<file path="config.mk">
export PLATFORM = sky130hd
export DESIGN_NAME = gamepad_edge_and_autorepeat
export DESIGN_NICKNAME = d
export VERILOG_FILES = /design/src/sv/gpea_pkg.sv /design/src/sv/gamepad_edge_and_autorepeat.sv /design/src/sv/gpea_dp.sv /design/src/sv/gpea_ctrl.sv
export SDC_FILE = /design/constraint.sdc
export NUM_CORES = 2
export LEC_CHECK = 0
export ABC_AREA = 1
export BUFFER_PORTS_ARGS = -buffer_cell sky130_fd_sc_hd__buf_4
export CELL_PAD_IN_SITES_DETAIL_PLACEMENT = 0
export CELL_PAD_IN_SITES_GLOBAL_PLACEMENT = 1
export CORE_UTILIZATION = 55
export CTS_CLUSTER_SIZE = 20
export DETAILED_ROUTE_END_ITERATION = 7
export PLACE_DENSITY_LB_ADDON = 0.1
export SYNTH_ARGS = -nofsm -noshare
export SYNTH_HDL_FRONTEND = slang
export SYNTH_SLANG_ARGS = --single-unit
</file>
<file path="constraint.sdc">
create_clock -name clk -period 9 [get_ports clk]
set_input_delay 0.9 -clock clk [delete_from_list [all_inputs] [get_ports clk]]
set_output_delay 0.9 -clock clk [all_outputs]
set_load 0.01 [all_outputs]
</file>
<file path="src/sv/gpea_pkg.sv">
// Shared types and constants for the gamepad edge and auto-repeat block.
// Used by the datapath, the controller, the top level and the checker.
package gpea_pkg;

  localparam int BTN_W = 16;
  localparam int CNT_W = 16;
  localparam int CTL_W = 2;
  localparam int CFG_IDX_W = 2;
  localparam int CFG_DATA_W = 64;

  localparam logic OP_SAMPLE = 1'b0;
  localparam logic OP_FAST = 1'b1;

  localparam logic [CFG_IDX_W-1:0] CFG_DELAY = 2'd0;
  localparam logic [CFG_IDX_W-1:0] CFG_PERIOD = 2'd1;
  localparam logic [CFG_IDX_W-1:0] CFG_ENABLE = 2'd2;
  localparam logic [CFG_IDX_W-1:0] CFG_STICK = 2'd3;

  localparam logic [CNT_W-1:0] DELAY_RESET = 16'd20;
  localparam logic [CNT_W-1:0] PERIOD_RESET = 16'd4;

  localparam logic [BTN_W-1:0] PAD_UP = 16'h0800;
  localparam logic [BTN_W-1:0] PAD_DOWN = 16'h0400;
  localparam logic [BTN_W-1:0] PAD_LEFT = 16'h0200;
  localparam logic [BTN_W-1:0] PAD_RIGHT = 16'h0100;

  typedef struct packed {
    logic              operation;
    logic [CTL_W-1:0]  controller;
    logic [BTN_W-1:0]  buttons;
    logic signed [7:0] stick_x;
    logic signed [7:0] stick_y;
  } in_t;

  typedef struct packed {
    logic [CTL_W-1:0] port;
    logic [BTN_W-1:0] held;
    logic [BTN_W-1:0] pressed_edge;
    logic [BTN_W-1:0] repeat_pulse;
  } out_t;

  typedef struct packed {
    logic load;
    logic fast_wr;
    logic rd;
    logic upd;
    logic div_step;
    logic next_b;
    logic emit;
  } cmd_t;

  typedef struct packed {
    logic port_ok;
    logic op_fast;
    logic mask_nz;
    logic need_div;
    logic div_last;
    logic last_b;
    logic out_free;
  } sts_t;

endpackage

</file>
<file path="src/sv/gamepad_edge_and_autorepeat.sv">
// Channel  Dir  Handshake            Payload
// in       in   in_valid/in_ready    gpea_pkg::in_t  (operation, controller, buttons, stick)
// out      out  out_valid/out_ready  gpea_pkg::out_t (port, held, pressed_edge, repeat_pulse)
// cfg      in   cfg_we               cfg_index, cfg_data (64 bits)
//
// A frame sample runs the 16-step remainder unit for each enabled held button whose count
// lies past the delay by a period or more.
// A fast-set or an ignored controller goes back to idle from dispatch with no result.
// Reset sets config to its defaults and clears previous buttons and counter valid bits.
// A result waits in the output register; the next item is taken while it waits,
// and the sequencer holds before emit until the register is free.
module gamepad_edge_and_autorepeat #(
  parameter int NUM_CONTROLLERS = 4
) (
  input  logic                            clk,
  input  logic                            rst,
  input  logic                            in_valid,
  output logic                            in_ready,
  input  gpea_pkg::in_t                   in_data,
  output logic                            out_valid,
  input  logic                            out_ready,
  output gpea_pkg::out_t                  out_data,
  input  logic                            cfg_we,
  input  logic [gpea_pkg::CFG_IDX_W-1:0]  cfg_index,
  input  logic [gpea_pkg::CFG_DATA_W-1:0] cfg_data
);

  gpea_pkg::cmd_t cmd;
  gpea_pkg::sts_t sts;

  gpea_ctrl u_ctrl (
    .clk      (clk),
    .rst      (rst),
    .in_valid (in_valid),
    .in_ready (in_ready),
    .sts      (sts),
    .cmd      (cmd)
  );

  gpea_dp #(
    .NUM_CONTROLLERS (NUM_CONTROLLERS)
  ) u_dp (
    .clk       (clk),
    .rst       (rst),
    .in_data   (in_data),
    .cfg_we    (cfg_we),
    .cfg_index (cfg_index),
    .cfg_data  (cfg_data),
    .cmd       (cmd),
    .sts       (sts),
    .out_valid (out_valid),
    .out_ready (out_ready),
    .out_data  (out_data)
  );

endmodule

</file>
<file path="src/sv/gpea_dp.sv">
// Datapath: config registers, hold counter memory, remainder unit, result register.
// Depends on gpea_pkg; driven by gpea_ctrl through cmd_t, reports through sts_t.
module gpea_dp #(
  parameter int NUM_CONTROLLERS = 4
) (
  input  logic                                clk,
  input  logic                                rst,
  input  gpea_pkg::in_t                       in_data,
  input  logic                                cfg_we,
  input  logic [gpea_pkg::CFG_IDX_W-1:0]      cfg_index,
  input  logic [gpea_pkg::CFG_DATA_W-1:0]     cfg_data,
  input  gpea_pkg::cmd_t                      cmd,
  output gpea_pkg::sts_t                      sts,
  output logic                                out_valid,
  input  logic                                out_ready,
  output gpea_pkg::out_t                      out_data
);

  localparam int DEPTH = 16 * NUM_CONTROLLERS;
  localparam int AW = $clog2(DEPTH);
  localparam int PW = (NUM_CONTROLLERS > 1) ? $clog2(NUM_CONTROLLERS) : 1;
  localparam logic [2:0] NC = 3'(NUM_CONTROLLERS);

  logic [15:0] cfg_delay;
  logic [15:0] cfg_period;
  logic [63:0] cfg_mask;
  logic        cfg_stick;

  logic        op_q;
  logic [1:0]  c_q;
  logic [15:0] held_q;
  logic [3:0]  b_q;
  logic [15:0] pulse_q;

  logic [15:0] mem [DEPTH];
  logic [DEPTH-1:0] vld;
  logic [15:0] mem_q;
  logic        vld_q;

  logic [15:0] div_dq;
  logic [15:0] div_rem;
  logic [3:0]  div_cnt;

  logic [15:0] prev [NUM_CONTROLLERS];

  logic [8:0]  sx, sy, ax, ay;
  logic [15:0] stick_bits, held_in;
  logic [3:0]  lsb;
  logic [5:0]  rd_full, fast_full;
  logic [AW-1:0] rd_addr, wr_addr;
  logic        wr_en;
  logic [15:0] wr_data, fast_val;
  logic [15:0] en, cnt, cnt_new, d;
  logic        hit, ge_delay, imm_pulse;
  logic [16:0] div_t, div_sub;
  logic [15:0] rem_next;

  always_ff @(posedge clk) begin
    if (rst) begin
      cfg_delay <= gpea_pkg::DELAY_RESET;
      cfg_period <= gpea_pkg::PERIOD_RESET;
      cfg_mask <= '0;
      cfg_stick <= 1'b0;
    end else if (cfg_we) begin
      unique case (cfg_index)
        gpea_pkg::CFG_DELAY: cfg_delay <= cfg_data[15:0];
        gpea_pkg::CFG_PERIOD: cfg_period <= cfg_data[15:0];
        gpea_pkg::CFG_ENABLE: cfg_mask <= cfg_data;
        gpea_pkg::CFG_STICK: cfg_stick <= cfg_data[0];
      endcase
    end
  end

  always_comb begin
    sx = {in_data.stick_x[7], in_data.stick_x};
    sy = {in_data.stick_y[7], in_data.stick_y};
    ax = sx[8] ? (~sx + 9'd1) : sx;
    ay = sy[8] ? (~sy + 9'd1) : sy;
    stick_bits = '0;
    if (ay >= ax) begin
      if (in_data.stick_y >= 8'sd8) stick_bits = stick_bits | gpea_pkg::PAD_UP;
      if (in_data.stick_y <= -8'sd8) stick_bits = stick_bits | gpea_pkg::PAD_DOWN;
    end else begin
      if (in_data.stick_x <= -8'sd8) stick_bits = stick_bits | gpea_pkg::PAD_LEFT;
      if (in_data.stick_x >= 8'sd8) stick_bits = stick_bits | gpea_pkg::PAD_RIGHT;
    end
    held_in = in_data.buttons | (cfg_stick ? stick_bits : 16'h0000);
  end

  always_comb begin
    lsb = 4'd0;
    for (int i = 15; i >= 0; i--) begin
      if (held_q[i]) lsb = 4'(i);
    end
  end

  assign rd_full = {c_q, b_q};
  assign fast_full = {c_q, lsb};
  assign rd_addr = rd_full[AW-1:0];
  assign wr_addr = cmd.fast_wr ? fast_full[AW-1:0] : rd_addr;
  assign fast_val = cfg_delay + cfg_period - 16'd1;

  assign en = cfg_mask[{c_q, 4'b0000} +: 16];
  assign cnt = vld_q ? mem_q : 16'h0000;
  assign cnt_new = held_q[b_q] ? (cnt + 16'd1) : 16'h0000;
  assign hit = en[b_q] && held_q[b_q];
  assign ge_delay = cnt_new >= cfg_delay;
  assign d = cnt_new - cfg_delay;
  assign imm_pulse = hit && ((cnt_new == 16'd1) || (ge_delay && d == 16'h0000));

  assign wr_en = cmd.fast_wr || (cmd.upd && en[b_q]);
  assign wr_data = cmd.fast_wr ? fast_val : cnt_new;

  always_ff @(posedge clk) begin
    if (wr_en) mem[wr_addr] <= wr_data;
    if (cmd.rd) begin
      mem_q <= mem[rd_addr];
      vld_q <= vld[rd_addr];
    end
  end

  always_ff @(posedge clk) begin
    if (rst) begin
      vld <= '0;
    end else if (wr_en) begin
      vld[wr_addr] <= 1'b1;
    end
  end

  assign div_t = {div_rem, div_dq[15]};
  assign div_sub = div_t - {1'b0, cfg_period};
  assign rem_next = (div_t >= {1'b0, cfg_period}) ? div_sub[15:0] : div_t[15:0];

  always_ff @(posedge clk) begin
    if (cmd.load) begin
      op_q <= in_data.operation;
      c_q <= in_data.controller;
      held_q <= (in_data.operation == gpea_pkg::OP_FAST) ? in_data.buttons : held_in;
      b_q <= 4'd0;
      pulse_q <= '0;
    end else begin
      if (cmd.next_b) b_q <= b_q + 4'd1;
      if (cmd.upd && imm_pulse) pulse_q[b_q] <= 1'b1;
      if (cmd.div_step && sts.div_last && rem_next == 16'h0000) pulse_q[b_q] <= 1'b1;
    end
    if (cmd.upd) begin
      div_dq <= d;
      div_rem <= '0;
      div_cnt <= '0;
    end else if (cmd.div_step) begin
      div_dq <= {div_dq[14:0], 1'b0};
      div_rem <= rem_next;
      div_cnt <= div_cnt + 4'd1;
    end
  end

  always_ff @(posedge clk) begin
    if (rst) begin
      for (int i = 0; i < NUM_CONTROLLERS; i++) prev[i] <= '0;
    end else if (cmd.emit) begin
      prev[c_q[PW-1:0]] <= held_q;
    end
  end

  always_ff @(posedge clk) begin
    if (rst) begin
      out_valid <= 1'b0;
    end else if (cmd.emit) begin
      out_valid <= 1'b1;
    end else if (out_ready) begin
      out_valid <= 1'b0;
    end
  end

  always_ff @(posedge clk) begin
    if (cmd.emit) begin
      out_data.port <= c_q;
      out_data.held <= held_q;
      out_data.pressed_edge <= held_q & ~prev[c_q[PW-1:0]];
      out_data.repeat_pulse <= pulse_q;
    end
  end

  always_comb begin
    sts.port_ok = {1'b0, c_q} < NC;
    sts.op_fast = op_q == gpea_pkg::OP_FAST;
    sts.mask_nz = held_q != 16'h0000;
    sts.need_div = hit && ge_delay && d != 16'h0000 && cfg_period != 16'h0000
                   && d >= cfg_period;
    sts.div_last = div_cnt == 4'd15;
    sts.last_b = b_q == 4'd15;
    sts.out_free = !out_valid || out_ready;
  end

endmodule

</file>
<file path="src/sv/gpea_ctrl.sv">
// Controller: sequences dispatch, per-button counter update, remainder steps and emit.
// Depends on gpea_pkg for the command and status structs.
module gpea_ctrl (
  input  logic           clk,
  input  logic           rst,
  input  logic           in_valid,
  output logic           in_ready,
  input  gpea_pkg::sts_t sts,
  output gpea_pkg::cmd_t cmd
);

  localparam logic [2:0] S_IDLE = 3'd0;
  localparam logic [2:0] S_DISP = 3'd1;
  localparam logic [2:0] S_READ = 3'd2;
  localparam logic [2:0] S_UPD = 3'd3;
  localparam logic [2:0] S_DIV = 3'd4;
  localparam logic [2:0] S_EMIT = 3'd5;

  logic [2:0] state, state_next;

  always_ff @(posedge clk) begin
    if (rst) begin
      state <= S_IDLE;
    end else begin
      state <= state_next;
    end
  end

  always_comb begin
    state_next = state;
    cmd = '0;
    in_ready = 1'b0;
    unique case (state)
      S_IDLE: begin
        in_ready = 1'b1;
        if (in_valid) begin
          cmd.load = 1'b1;
          state_next = S_DISP;
        end
      end
      S_DISP: begin
        if (!sts.port_ok) begin
          state_next = S_IDLE;
        end else if (sts.op_fast) begin
          cmd.fast_wr = sts.mask_nz;
          state_next = S_IDLE;
        end else begin
          state_next = S_READ;
        end
      end
      S_READ: begin
        cmd.rd = 1'b1;
        state_next = S_UPD;
      end
      S_UPD: begin
        cmd.upd = 1'b1;
        if (sts.need_div) begin
          state_next = S_DIV;
        end else if (sts.last_b) begin
          state_next = S_EMIT;
        end else begin
          cmd.next_b = 1'b1;
          state_next = S_READ;
        end
      end
      S_DIV: begin
        cmd.div_step = 1'b1;
        if (sts.div_last) begin
          if (sts.last_b) begin
            state_next = S_EMIT;
          end else begin
            cmd.next_b = 1'b1;
            state_next = S_READ;
          end
        end
      end
      S_EMIT: begin
        if (sts.out_free) begin
          cmd.emit = 1'b1;
          state_next = S_IDLE;
        end
      end
      default: begin
        state_next = S_IDLE;
      end
    endcase
  end

endmodule

</file>
==> qor.yml <==
regArea_mm2: 0.0399
fin_nets: 5449
die-area_mm2: 0.108
rsz0062_at_grt: "false"
r2r_slack_ns: 3.37
drc: 15
crit_path_frequent_cell: "nand2_1"
io_pins: 158
seqPwrFrac_pct: 50.0
worstSetupPathType: "flop to flop"
period_minus_slack_ns: 5.63
power.switching_mw: 3.61
cts_resized: 0
arrival_ns: 6.30
yosysTopAreaCell: "edfxtp_1"
synth_compound_area_share_pct: 14.1
fp-row-count: 119
h-tree-depth: 4
antenna_found_initial: 4
place_area_mm2: 0.0614
cp_num_buf_inv: 6
grt_pass1_wl_mm: 248
worstReg2RegEnd: "u_dp.b_q[0]"
hp-class: "input port to flop"
p_per_area_mw_per_mm2: 220
ir_drop_mv: 0.190
die_y_um: 329
cts_tree: "done"
max_freq_ghz: 0.178
synth-edff-count: 1190
drtPass1Iterations: 8
leakagePower_nw: 23.5
clock-sinks: 1397
power.internal_mw: 10.9
grt_overflow: 0
synthTopCellsByArea: "edfxtp_1 (61%), dfxtp_1 (7.0%), o21ai_0 (6.1%)"
drt_iter0_drc: 4499
fin_crit_sh_pct: 62.6
cts_buffers: 145
setup_violations: 0
slowest_stage: "dfxtp_1"
muxShareOfSynthArea_pct: 0
status: "finished with violations"
crit_fanout: 74
skew_ns: 0.0479
multi_input_area_mm2: 0.0165
syn_nets: 5349
report.final.hold_viol_count: 0
grt_max_degree: 125
fin_util_pct: 62.4
min_path_cells: 1
slew_violations: 0
syn2layout_area_growth_pct: 12.1
hp-start: "in_data[31]"
final.setup.tns_ns: 0
synth-main-ff-cell: "edfxtp_1"
stdcell_area_mm2: 0.0660
insertedDiodeCount: 0
place_congestion: 0.898
hold_buffers: 0
start_util_pct: 55.7
post_cts_buffers: 0
async_reset_ff_share_pct: 0
ys_types: 61
clk-insertion-delay-late_ns: 0.76
holdPathEnd: "u_dp.held_q[15]"
core_area_mm2: 0.106
synth_fa_ha_area_share_pct: 2.10
fp.dieW_um: 329
wire_per_inst_um: 25.0
dp_hpwl_mm: 102
pwr-share-comb_pct: 10.3
vias: 40600
cts-root-buf: "clkbuf_16"
syn_inst: 5146
cpPeakStageDelay_ns: 0.95
grt_pass1_vias: 38200
ys_warn_count: 0
ys_ff_latch: 1397
p_clk_share_pct: 39.7
synth_xor_area_share_pct: 0.476
tightest_slew_ns: 1.32
reg2reg_depth: 32
critPathRequiredTime_ns: 9.67
clk_pin_slew_ns: 0.06
end_kind: "flop"
slew_headroom_pct: 11.5
critPathTopFamily: "simple AND/OR/NAND/NOR gates"
syn_avg_cell_area_um2: 11.4
start_kind: "flop"
drt_wl_total_mm: 169
vias_per_cell: 6.01
drtAntennaViolNets: 0
max_cap_viol_count: 0
port_buffers: 157
seq_area_frac_synth_pct: 67.8
syn_area_mm2: 0.0589
swShare_pct: 24.8
drive_gt1_share_pct: 10.8
nFillCells: 8424
synth.top_cell.area_share_pct: 60.7
regToRegStartpoint: "u_dp.b_q[1]"
cts_buffer_depth: 3
synth_top_family_by_area: "compound AO/OA/AOI/OAI gates"
grt_use_total_pct: 31.0
synthSimpleGateAreaFrac_pct: 10.9
failed_checks: "DRC"
[kinds of logic after synthesis]
logic type,Yosys count
flip-flops,1397
other,2
adder cells (fa/ha/maj),97
buffers and inverters,687
XOR/XNOR,32
AO/OA/AOI/OAI,1413
AND/OR/NAND/NOR,1518
[synthesized netlist by cell type (8+ instances only)]
library cell	number
o21ai_0	719
inv_1	387
nor3_1	19
o22ai_1	16
nor2_1	598
nand3_1	129
nand2_1	626
nor3_4	8
buf_1	19
inv_2	18
nand4_1	34
buf_2	26
a221oi_1	30
nand3b_1	13
o21ai_1	15
a21oi_1	228
dfxtp_1	207
a22o_1	37
nor4_1	9
nand2_2	16
xor2_1	22
a31oi_1	13
nor2_2	38
a22oi_1	273
edfxtp_1	1190
ha_1	94
a21oi_2	10
xnor2_1	10
o211ai_1	31
clkbuf_1	214
a41oi_1	12
[power groups by stage]
| stage | sequential [mW] | combinational, mW | clock (mW) |
|---|---|---|---|
| after global routing | 7.27 | 1.65 | 6.07 |
| after global placement | 7.40 | 1.47 | 0 |
| final | 7.27 | 1.50 | 5.77 |
| after detailed placement | 7.40 | 1.49 | 0 |
| after floorplan | 7.40 | 0.943 | 0 |
| after CTS | 7.27 | 1.50 | 5.83 |
[worst max-delay path by stage]
stage                                   from               to  slack (ns)  cells past startpoint
after floorplan           u_dp.cfg_period[1]  u_dp.mem[0][15]        3.56                     14
after global placement           u_dp.b_q[1]      u_dp.b_q[0]        3.42                     32
after detailed placement         u_dp.b_q[1]      u_dp.b_q[0]        3.37                     32
after CTS                        u_dp.b_q[1]      u_dp.b_q[0]        3.36                     32
after global routing             u_dp.b_q[1]      u_dp.b_q[0]        2.82                     34
final                            u_dp.b_q[1]      u_dp.b_q[0]        3.37                     32
[cells in the final DEF, fill, tap and decap left out, drive strengths merged, types with 94 or more instances in the layout]
master / netlist / routed
a22oi: 273 / 273
o21ai: 736 / 736
a21oi: 238 / 238
inv: 409 / 417
clkbuf: 214 / 182
ha: 94 / 94
nor2: 639 / 639
buf: 58 / 225
nand2: 647 / 647
dfxtp: 207 / 207
nand3: 134 / 134
edfxtp: 1190 / 1190
[flip-flops by register name, indices dropped and copies added (netlist names), 3 cells and up, named ones only]
signal	flops
u_dp.prev	64
u_dp.cfg_period	16
u_ctrl.state	3
u_dp.div_rem	16
u_dp.cfg_mask	64
u_dp.div_cnt	4
u_dp.mem_q	16
u_dp.cfg_delay	16
u_dp.mem	1024
u_dp.held_q	16
u_dp.out_data	50
u_dp.vld	64
u_dp.b_q	4
u_dp.div_dq	16
u_dp.pulse_q	16
[layer usage]
metal,track usage [%],wire length [µm],up-vias
li1,-,-,18600
met1,42.8,69600,19900
met2,50.0,80100,1737
met3,4.70,13200,283
met4,11.5,6000,4
met5,0,23,-
[per-stage QoR]
step | setup WS, ns | hold WS [ns] | power, mW | std cells
finish | 3.37 | 0.341 | 14.5 | 6750
global route | 2.82 | 0.316 | 15.0 | 6750
CTS | 3.36 | 0.303 | 14.6 | 6750
detailed placement | 3.37 | 0.419 | 8.89 | 6490
global placement | 3.42 | 0.416 | 8.87 | 6490
floorplan | 3.56 | 0.408 | 8.35 | 5146
[cell type report]
type / count / area share (%)
clock inverters: 78 / 1.00
repair buffers: 225 / 2.62
well taps: 1391 / 2.64
multi-input cells: 3062 / 25.0
clock buffers: 182 / 5.90
inverters: 415 / 2.43
flip-flops and latches: 1397 / 60.4
(Power assumes the default switching activity.)
